File: src/rtl/core/sesu_pkg.sv
`default_nettype none

package sesu_pkg;

  localparam logic [1:0] STATUS_DONE    = 2'd0;
  localparam logic [1:0] STATUS_SHORT   = 2'd1;
  localparam logic [1:0] STATUS_INVALID = 2'd2;
  localparam logic [1:0] STATUS_NONE    = 2'd3;

  localparam logic [2:0] REG_SLICE_COUNT    = 3'd0;
  localparam logic [2:0] REG_ROWS_PER_SLICE = 3'd1;
  localparam logic [2:0] REG_ROWS_TOTAL     = 3'd2;
  localparam logic [2:0] REG_COLUMNS        = 3'd3;
  localparam logic [2:0] REG_BANDS          = 3'd4;
  localparam logic [2:0] REG_MAX_PRECINCT   = 3'd5;

  localparam int unsigned CFG_WIDTH  = 20;
  localparam int unsigned CFG_IDX_W  = 3;

  localparam logic [15:0] SLICE_HEADER_MARKER = 16'hFF20;
  localparam logic [15:0] MIN_HEADER_LEN      = 16'd4;

  typedef struct packed {
    logic [7:0]  data_byte;
    logic        start_scan;
    logic        last_available;
    logic [15:0] slice_number;
  } scan_in_t;

  typedef struct packed {
    logic [1:0]  status;
    logic [31:0] slice_bytes;
  } scan_out_t;

endpackage

`default_nettype wire

File: src/rtl/core/slice_extent_scanner_unit.sv
`default_nettype none

// Byte-stream slice scanner: takes one codestream byte per cycle while not stalled, and
// returns one result (complete with the slice length, too short, or invalid) on the
// byte that decides it. Results pass through a two-entry output buffer, so input is
// stalled only while both entries are full. The expected precinct count is built from
// the configuration registers and the requested slice by a three-stage multiply
// pipeline that settles after the byte carrying start_scan, well before the first
// precinct can close. Configuration registers are written by index with the write
// enable; indexes beyond the last register are ignored.
module slice_extent_scanner_unit (
  input  wire                                clk,
  input  wire                                rst,
  input  wire                                in_valid,
  output logic                               in_stall,
  input  wire  sesu_pkg::scan_in_t           in_data,
  output logic                               out_valid,
  input  wire                                out_stall,
  output sesu_pkg::scan_out_t                out_data,
  input  wire                                cfg_we,
  input  wire  [sesu_pkg::CFG_IDX_W-1:0]     cfg_index,
  input  wire  [sesu_pkg::CFG_WIDTH-1:0]     cfg_data
);
  import sesu_pkg::*;

  typedef enum logic [3:0] {
    PH_IDLE,
    PH_MARK_HI,
    PH_MARK_LO,
    PH_HLEN_HI,
    PH_HLEN_LO,
    PH_IDX_HI,
    PH_IDX_LO,
    PH_HSKIP,
    PH_PLEN_LO,
    PH_PSKIP
  } phase_t;

  logic [15:0] slice_count;
  logic [15:0] rows_per_slice;
  logic [15:0] rows_total;
  logic [15:0] columns;
  logic [7:0]  bands;
  logic [19:0] max_precinct;

  phase_t      phase, phase_next;
  logic [31:0] offset, offset_next;
  logic [24:0] skip, skip_next;
  logic [23:0] field, field_next;
  logic        seen, seen_next;
  logic [15:0] wanted;
  logic [31:0] done_cnt, done_next;

  logic        last_hit;
  logic [31:0] last_base;
  logic [31:0] rows_sel;
  logic [31:0] expected;
  logic [31:0] last_index;
  logic [31:0] base_prod;
  logic [31:0] count_prod;

  phase_t      cur_phase;
  logic [31:0] cur_offset;
  logic        cur_seen;
  logic [31:0] cur_done;
  logic [15:0] mark16;
  logic [15:0] len16;
  logic [15:0] idx16;
  logic [23:0] plen24;
  logic [6:0]  flag_bytes;
  logic [9:0]  flag_bits;
  logic [1:0]  verdict;

  logic        acc;
  logic        fire;
  logic        take;
  scan_out_t   result;
  scan_out_t   skid;
  logic        skid_valid;

  assign acc      = in_valid & ~in_stall;
  assign in_stall = skid_valid;
  assign take     = out_valid & ~out_stall;

  // Configuration registers.
  always_ff @(posedge clk) begin
    if (rst) begin
      slice_count    <= 16'd1;
      rows_per_slice <= 16'd1;
      rows_total     <= 16'd1;
      columns        <= 16'd1;
      bands          <= 8'd0;
      max_precinct   <= 20'hFFFFF;
    end else if (cfg_we) begin
      case (cfg_index)
        REG_SLICE_COUNT:    slice_count    <= cfg_data[15:0];
        REG_ROWS_PER_SLICE: rows_per_slice <= cfg_data[15:0];
        REG_ROWS_TOTAL:     rows_total     <= cfg_data[15:0];
        REG_COLUMNS:        columns        <= cfg_data[15:0];
        REG_BANDS:          bands          <= cfg_data[7:0];
        REG_MAX_PRECINCT:   max_precinct   <= cfg_data[19:0];
        default: ;
      endcase
    end
  end

  // Expected precinct count pipeline.
  assign last_index = {16'd0, slice_count} - 32'd1;
  assign base_prod  = last_index * {16'd0, rows_per_slice};
  assign count_prod = rows_sel * {16'd0, columns};

  always_ff @(posedge clk) begin
    last_hit  <= ({16'd0, wanted} == last_index);
    last_base <= base_prod;
    rows_sel  <= last_hit ? ({16'd0, rows_total} - last_base) : {16'd0, rows_per_slice};
    expected  <= count_prod;
  end

  assign flag_bits  = {1'b0, bands, 1'b0} + 10'd7;
  assign flag_bytes = flag_bits[9:3];

  always_comb begin
    cur_phase  = in_data.start_scan ? PH_MARK_HI : phase;
    cur_offset = in_data.start_scan ? 32'd0 : offset;
    cur_seen   = in_data.start_scan ? 1'b0 : seen;
    cur_done   = in_data.start_scan ? 32'd0 : done_cnt;

    mark16 = {field[7:0], in_data.data_byte};
    len16  = {skip[7:0], in_data.data_byte};
    idx16  = {field[7:0], in_data.data_byte};
    plen24 = {field[15:0], in_data.data_byte};

    phase_next  = cur_phase;
    offset_next = cur_offset + 32'd1;
    skip_next   = skip;
    field_next  = field;
    seen_next   = cur_seen;
    done_next   = cur_done;
    verdict     = STATUS_NONE;

    case (cur_phase)
      PH_MARK_HI: begin
        field_next = {16'd0, in_data.data_byte};
        phase_next = PH_MARK_LO;
      end
      PH_MARK_LO: begin
        field_next = {8'd0, mark16};
        if (mark16 == SLICE_HEADER_MARKER) begin
          if (cur_seen) begin
            verdict = STATUS_INVALID;
          end else begin
            seen_next  = 1'b1;
            phase_next = PH_HLEN_HI;
          end
        end else if (!cur_seen || mark16[15:12] != 4'd0) begin
          verdict = STATUS_INVALID;
        end else begin
          phase_next = PH_PLEN_LO;
        end
      end
      PH_HLEN_HI: begin
        skip_next  = {17'd0, in_data.data_byte};
        phase_next = PH_HLEN_LO;
      end
      PH_HLEN_LO: begin
        skip_next  = {9'd0, len16};
        phase_next = PH_IDX_HI;
      end
      PH_IDX_HI: begin
        field_next = {16'd0, in_data.data_byte};
        phase_next = PH_IDX_LO;
      end
      PH_IDX_LO: begin
        field_next = {8'd0, idx16};
        if (skip[15:0] < MIN_HEADER_LEN || idx16 != wanted) begin
          verdict = STATUS_INVALID;
        end else begin
          skip_next  = skip - 25'd4;
          phase_next = (skip[15:0] != MIN_HEADER_LEN) ? PH_HSKIP : PH_MARK_HI;
        end
      end
      PH_HSKIP: begin
        skip_next = skip - 25'd1;
        if (skip == 25'd1) begin
          phase_next = PH_MARK_HI;
        end
      end
      PH_PLEN_LO: begin
        field_next = plen24;
        if (plen24 > {4'd0, max_precinct}) begin
          verdict = STATUS_INVALID;
        end else begin
          skip_next  = {1'b0, plen24} + 25'd2 + {18'd0, flag_bytes};
          phase_next = PH_PSKIP;
        end
      end
      PH_PSKIP: begin
        skip_next = skip - 25'd1;
        if (skip == 25'd1) begin
          done_next = cur_done + 32'd1;
          if (done_next == expected) begin
            verdict = STATUS_DONE;
          end else begin
            phase_next = PH_MARK_HI;
          end
        end
      end
      default: begin
        phase_next  = PH_IDLE;
        offset_next = cur_offset;
      end
    endcase

    if (cur_phase != PH_IDLE && verdict == STATUS_NONE && in_data.last_available) begin
      verdict = STATUS_SHORT;
    end
    if (verdict != STATUS_NONE) begin
      phase_next = PH_IDLE;
    end

    result.status      = verdict;
    result.slice_bytes = (verdict == STATUS_DONE) ? offset_next : 32'd0;
  end

  assign fire = acc && cur_phase != PH_IDLE && verdict != STATUS_NONE;

  // Scan state.
  always_ff @(posedge clk) begin
    if (rst) begin
      phase    <= PH_IDLE;
      offset   <= 32'd0;
      skip     <= 25'd0;
      field    <= 24'd0;
      seen     <= 1'b0;
      wanted   <= 16'd0;
      done_cnt <= 32'd0;
    end else if (acc) begin
      if (in_data.start_scan) begin
        wanted <= in_data.slice_number;
      end
      phase    <= phase_next;
      offset   <= offset_next;
      skip     <= skip_next;
      field    <= field_next;
      seen     <= seen_next;
      done_cnt <= done_next;
    end
  end

  // Two-entry result buffer.
  always_ff @(posedge clk) begin
    if (rst) begin
      out_valid  <= 1'b0;
      skid_valid <= 1'b0;
    end else if (skid_valid) begin
      if (take) begin
        skid_valid <= 1'b0;
      end
    end else if (fire) begin
      if (!out_valid || take) begin
        out_valid <= 1'b1;
      end else begin
        skid_valid <= 1'b1;
      end
    end else if (take) begin
      out_valid <= 1'b0;
    end
  end

  always_ff @(posedge clk) begin
    if (skid_valid) begin
      if (take) begin
        out_data <= skid;
      end
    end else if (fire) begin
      if (!out_valid || take) begin
        out_data <= result;
      end else begin
        skid <= result;
      end
    end
  end

  a_skid_implies_out: assert property (@(posedge clk) disable iff (rst)
    skid_valid |-> out_valid)
    else $error("skid entry held with empty output register");

  a_status_code: assert property (@(posedge clk) disable iff (rst)
    out_valid |-> out_data.status != STATUS_NONE)
    else $error("result carries no status");

  a_bytes_only_done: assert property (@(posedge clk) disable iff (rst)
    out_valid && out_data.status != STATUS_DONE |-> out_data.slice_bytes == 32'd0)
    else $error("slice length reported on a failed scan");

  a_skip_nonzero: assert property (@(posedge clk) disable iff (rst)
    (phase == PH_PSKIP || phase == PH_HSKIP) |-> skip != 25'd0)
    else $error("skip counter empty while skipping");

  a_fire_lands: assert property (@(posedge clk) disable iff (rst)
    fire |=> out_valid)
    else $error("result lost");

endmodule

`default_nettype wire
File: config.mk
export PLATFORM = sky130hd
export DESIGN_NAME = slice_extent_scanner_unit
export DESIGN_NICKNAME = d
export VERILOG_FILES = /design/src/rtl/core/sesu_pkg.sv /design/src/rtl/core/slice_extent_scanner_unit.sv
export SDC_FILE = /design/constraint.sdc
export NUM_CORES = 2
export LEC_CHECK = 0
export BUFFER_PORTS_ARGS = -buffer_cell sky130_fd_sc_hd__buf_2
export CORE_ASPECT_RATIO = 0.6
export CORE_MARGIN = 2
export CORE_UTILIZATION = 57
export DETAILED_ROUTE_END_ITERATION = 7
export PLACE_DENSITY = 0.74
export SLEW_MARGIN = 30
export SYNTH_ARGS = -nofsm -noshare
export SYNTH_HDL_FRONTEND = slang
export SYNTH_SLANG_ARGS = --single-unit
File: constraint.sdc
create_clock -name clk -period 9.43 [get_ports clk]
set_input_delay 0.943 -clock clk [delete_from_list [all_inputs] [get_ports clk]]
set_output_delay 0.943 -clock clk [all_outputs]
set_load 0.01 [all_outputs]
## Yosys cells after proc, flatten, opt, wreduce, memory -nomap -nowiden

Cells that the tools add are included.

- $add $sub $neg: 9
- $mul: 2
- Order comparisons: 2
- Equal/unequal tests: 26
- Muxes and demuxes: 46
- Bitwise gates (word level): 5
- Reductions and logical operators: 34

Operators with widths:

| operator | count |
|---|---|
| $mux 32 | 6 |
| $mux 34 | 4 |
| $pmux 25 s5 | 1 |
| $add 32x1->32 const B | 2 |
| $mux 25 | 2 |
| $pmux 16 s3 | 1 |
| $mux 4 | 10 |
| $pmux 4 s9 | 1 |
| $eq 16x32->1 | 1 |
| $eq 32x32->1 | 1 |
| $mul 17x17->32 | 1 |
| $mul 32x16->32 | 1 |
| $sub 16x32->32 | 1 |
| $add 24x2->25 const B | 1 |
| $add 25x7->25 | 1 |
| $eq 25x1->1 const B | 1 |
| $sub 25x1->25 const B | 1 |
| $sub 25x3->25 const B | 1 |
| $gt 24x20->1 | 1 |
| $sub 16x1->17 const B | 1 |
| $eq 16x16->1 const B | 1 |
| $eq 4x3->1 const B | 4 |
| $lt 16x3->1 const B | 1 |
| $mux 16 | 1 |
| 32 further kinds | 78 |

- Bits in registers: 385
- Input bits: 54
- Output and inout bits: 36
- Word-level logic and storage cells: 148

## Logic depth before layout (Yosys ltp)

- Depth after elaboration: 15
- Gate-level depth with buffers: 31
- Depth with buffers taken out: 29

## Least setup slack after synthesis

No wires, ideal clock.

- Kind: input to register
- Start: input port in_data[17] (netlist name)
- End: register out_data[0] (netlist name) (enable)
- Library setup time: 0.478 ns
- Arrival time: 8.129 ns
- Data required time: 8.952 ns
- Setup slack: 0.823 ns
- Stages: 21
- Buffers on the path: 9
- Path through: buf_2 -> buf_1 -> clkbuf_1 -> clkbuf_1 -> clkbuf_1 -> buf_1 -> clkbuf_1 -> clkbuf_1 -> nor2b_1 -> ha_1 -> nand3_2 -> or4_4 -> or4_1 -> buf_2 -> o31a_1 -> o21a_1 -> a2111oi_0 -> nand4_1 -> or2_2 -> o21a_1 -> a21boi_0

- Cells in the longest elaborated chain, start to end: 14
- Elaborated cells between the ends (all ways): 27
- Those cells by class: add/sub: 1; eq/ne: 7; mux: 10; reduce/logical: 9

Ends and longest elaborated chain:

| what | line | RTL |
|---|---|---|
| start: declaration | slice_extent_scanner_unit.sv:16 | `input wire sesu_pkg::scan_in_t in_data,` |
| $mux 32 / $mux 1 (equally long branches) | slice_extent_scanner_unit.sv:126, slice_extent_scanner_unit.sv:125 |  |
| $add 32x1->32 / $logic_not 1->1 (equally long branches) | slice_extent_scanner_unit.sv:200, slice_extent_scanner_unit.sv:155 |  |
| $eq 32x32->1 / $logic_or 1x1->1 (equally long branches) | slice_extent_scanner_unit.sv:201, slice_extent_scanner_unit.sv:155 |  |
| $mux 2 / $mux 1 (equally long branches) | slice_extent_scanner_unit.sv:201, slice_extent_scanner_unit.sv:155 |  |
| $mux 2, on equally long branches | slice_extent_scanner_unit.sv:199, slice_extent_scanner_unit.sv:148 |  |
| $pmux 2 s4 | slice_extent_scanner_unit.sv:141 | `case (cur_phase)` |
| $eq 2x2->1 | slice_extent_scanner_unit.sv:214 | `if (cur_phase != PH_IDLE && verdict == STATUS_NONE && in_data.last_available) begin` |
| $logic_and 1x1->1 (2 in series) | slice_extent_scanner_unit.sv:214 |  |
| $mux 2 | slice_extent_scanner_unit.sv:214 |  |
| $ne 2x2->1 | slice_extent_scanner_unit.sv:225 | `assign fire = acc && cur_phase != PH_IDLE && verdict != STATUS_NONE;` |
| $logic_and 1x1->1 (*) | slice_extent_scanner_unit.sv:225 |  |
| $reduce_bool 2->1 (no source line) (*) | n/a |  |
| $reduce_and 3->1 (no source line) (*) | n/a |  |
| end signal: assignment | slice_extent_scanner_unit.sv:273 | `out_data <= skid;` |
| end signal: assignment | slice_extent_scanner_unit.sv:277 | `out_data <= result;` |
| end: declaration | slice_extent_scanner_unit.sv:19 | `output sesu_pkg::scan_out_t out_data,` |

Every way passes the cells marked *; elsewhere a longest branch is shown, timed or not.
A chain may end at the register's enable or synchronous reset.

## Final worst setup path

- Start: register slice_count[3]
- End: register last_base[30]

- Cells in the longest elaborated chain, start to end: 2

Ends and longest elaborated chain:

| what | line | RTL |
|---|---|---|
| start: declaration | slice_extent_scanner_unit.sv:39 | `logic [15:0] slice_count;` |
| start signal: assignment | slice_extent_scanner_unit.sv:96 | `REG_SLICE_COUNT: slice_count <= cfg_data[15:0];` |
| $sub 16x1->17 | slice_extent_scanner_unit.sv:108 | `assign last_index = {16'd0, slice_count} - 32'd1;` |
| $mul 17x17->32 | slice_extent_scanner_unit.sv:109 | `assign base_prod = last_index * {16'd0, rows_per_slice};` |
| named net base_prod[30] | slice_extent_scanner_unit.sv:59 | `logic [31:0] base_prod;` |
| end signal: assignment | slice_extent_scanner_unit.sv:114 | `last_base <= base_prod;` |
| end: declaration | slice_extent_scanner_unit.sv:55 | `logic [31:0] last_base;` |

The timed path passes the listed nets, and every way through them passes these cells.

==> flow_summary_export.csv <==
group,metric,value,unit
place,dpl.hpwl,85900,um
place,dpl.cell_count,5779,
synthesis,synthTopCellsByArea,"fa_1 (27%), dfxtp_1 (15%), nand2_1 (7.5%)",
timing,hold_violations,0,
clock_network,root_buffer,"clkbuf_16",
timing,fin_tns_setup,0,ns
clock_network,clock_insertion_delay_worst_skew,0.57,ns
clock_network,clock-sinks,385,
grt,grt-ovfl-total,0,
setup_path,worst_setup_path_end_kind,"register",
timing,max_slew_margin,0.320,
synthesis,syn_area_per_cell,8.45,um^2
drt,vias,33900,
timing,skew,0.0295,ns
grt,grt_pass1_wl,184000,um
finish,fin_nets,5673,
clock_network,cts_tree,"done",
power_and_ir_drop,power_density,99.5,nW/um^2
power_and_ir_drop,p_comb_frac,0.203,
drt,drc,0,
place,portBuffers,89,
job,maxCapViolations,0,
clock_network,clockBufferDepth,3,
place,place.gp.congestion,0.966,
drt,drt-total-wl,113000,um
synthesis,yosys.area.top_type_share,0.275,
die,placementRows,76,
drt,ant_nets,0,
die,start_util,0.577,
die,die_w,352,um
power_and_ir_drop,p_int,0.00298,W
finish,stdcell_count,5849,
power_and_ir_drop,power.total,0.00438,W
synthesis,ys_seq_area_frac,0.202,
finish,layout-drive-gt1-share,0.0529,
timing,tightest_slew,1.02,ns
clock_network,post_cts_resized,0,
drt,first_iter_violations,3457,
grt,grtUsageTotal,0.309,
die,die_area,75000,um^2
setup_path,ff2ff_setup_slack,1.22,ns
timing,finalCriticalPeriod,8.21,ns
synthesis,syn_inst,4904,
synthesis,ys_ff_latch,385,
clock_network,cts_buffers,38,
synthesis,synthDistinctLibCells,78,
drt,dr.pass1.iters,6,
timing,rsz0062_at_grt,"false",
synthesis,async_flop_share,0,
timing,timing.hold.ws,0.461,ns
power_and_ir_drop,swShare,0.319,
clock_network,cts_setup_buffers,0,
power_and_ir_drop,clkPwrFrac,0.365,
timing,slew_violations,0,
timing,fmaxAchievable,0.122,GHz
finish,area_growth_syn_to_layout,6.15,%
min_path,hp-class,"reg -> reg",
grt,grt_start_max_net_pins,102,
synthesis,synth_most_common_cell,"nand2_1",
grt,antenna_found_initial,3,
clock_network,cts_hold_buffers,0,
drt,vias_per_cell,5.80,
clock_network,cts_max_level,2,
grt,grt_pass1_vias,33300,
synthesis,yosysTopAreaCell,"fa_1",
clock_network,path_clk_slew,0.07,ns
synthesis,synth_commonest_cells,"nand2_1 (829), inv_1 (711), fa_1 (569)",
setup_path,path_class,"reg -> reg",
die,core_area,71900,um^2
drt,avgRoutedWirePerCell,19.4,um
synthesis,netlist_area,41500,um^2
power_and_ir_drop,p_seq_frac,0.431,
timing,setup_violations,0,
finish,insertedDiodeCount,0,
setup_path,crit_arrival,8.65,ns
synthesis,synthFlopType,"dfxtp_1",
run_status,status,"finished, final reports clean",
synthesis,synth_edf_count,68,
power_and_ir_drop,p_sw,0.00140,W
die,die_h,213,um
setup_path,required,9.87,ns
setup_path,startpoint_type,"register",
power_and_ir_drop,irDropWorstVdd,0.000121,V
synthesis,syn-num-nets,5733,
die,io_pins,90,
setup_path,worstPathMaxFanout,17,
power_and_ir_drop,p_leak,18.7,nW
timing,fin_crit_sh,0.871,
synthesis,yosysWarnings,0,
[cell usage in the layout, fill, tap and decap left out, drive strengths merged, types with 11 or more instances in the layout]
cell      n
ha      206
xor2     69
fa      569
o31a     11
nor2b    69
a21oi   228
edfxtp   68
xnor2   189
o31ai    50
nand2b   26
nand3    88
a211oi   16
nor2    252
a31oi    21
dfxtp   317
nand2   829
buf     155
or4      19
o21bai   12
inv     715
mux2     13
clkbuf   49
nand4    37
a22oi    37
mux2i    17
o21a     18
nor3     73
o21ai   155
nand3b   29
or3      29
and4     12
and3     34
nor4     44
and2    234
a21o     33
[power groups by stage]
stage                     sequential [W]  combinational, W  clock, W
after global placement           0.00191          0.000841         0
after CTS                        0.00188          0.000869   0.00161
final                            0.00189          0.000890   0.00160
after global routing             0.00189          0.000982   0.00169
after floorplan                  0.00183          0.000630         0
after detailed placement         0.00192          0.000863         0
[final timing paths]
check                           cells after the start           start             end
worst max register to register                     25  slice_count[3]   last_base[30]
worst min register to register                      2  rows_total[12]  rows_total[12]
worst min-delay path                                2  rows_total[12]  rows_total[12]
worst max-delay path                               25  slice_count[3]   last_base[30]
[metrics by stage]
step                setup WS (ns)  area (um^2)   util
detailed placement           1.50        42700  0.594
finish                       1.22        44000  0.612
global route                0.935        44000  0.612
floorplan                   0.823        41500      -
CTS                          1.45        44000  0.612
global placement             1.70        42700  0.593
[cell type report]
cell class	instances	area [um^2]
multi-input combinational	3552	29500
fill	6279	27900
sequential	385	8390
inverter	712	2670
tap	975	1220
clock buffer	49	1020
timing repair buffer	155	957
clock inverter	21	253
[state kept, by name, indices dropped and copies added, names as in the netlist, 20 cells and up]
register      cells
done_cnt         32
out_data         34
last_base        32
max_precinct     20
skip             25
skid             34
expected         32
offset           32
rows_sel         32
[per-layer routing]
| layer | vias up | share of wire | track usage |
|---|---|---|---|
| li1 | 15600 | - | - |
| met1 | 16500 | 0.45 | 0.465 |
| met3 | 176 | 0.12 | 0.0822 |
| met5 | - | 0.00023 | 0 |
| met4 | 4 | 0.022 | 0.0660 |
| met2 | 1658 | 0.41 | 0.444 |
[worst max-delay path, cell delays in order (launching register included)]
cell and delay (ns):
dfxtp_1 0.40, nor4_1 0.51, nand3_1 0.22, or3_1 0.37
or2_2 0.32, nand2_1 0.59, and2_1 0.25, fa_1 0.39
inv_1 0.09, fa_1 0.41, fa_1 0.52, inv_1 0.05
fa_1 0.48, fa_1 0.49, inv_1 0.05, fa_1 0.47
inv_1 0.04, ha_1 0.21, a2111oi_0 0.67, a211o_1 0.27
a311o_1 0.18, a31oi_1 0.15, a221o_1 0.38, a211oi_1 0.32
o31ai_1 0.12, nor2b_1 0.13
[logic make-up (layout without fill, tap and decap cells)]
group | Yosys count | in the layout | share of synthesized area
AO/OA/AOI/OAI | 682 | 682 | 0.103
XOR/XNOR | 258 | 258 | 0.0547
adder cells (fa/ha/maj) | 775 | 775 | 0.337
buffers and inverters | 967 | 937 | 0.0884
flip-flops | 385 | 385 | 0.202
multiplexers | 30 | 30 | 0.00764
AND/OR/NAND/NOR | 1807 | 1807 | 0.207
(Power assumes the default switching activity.)
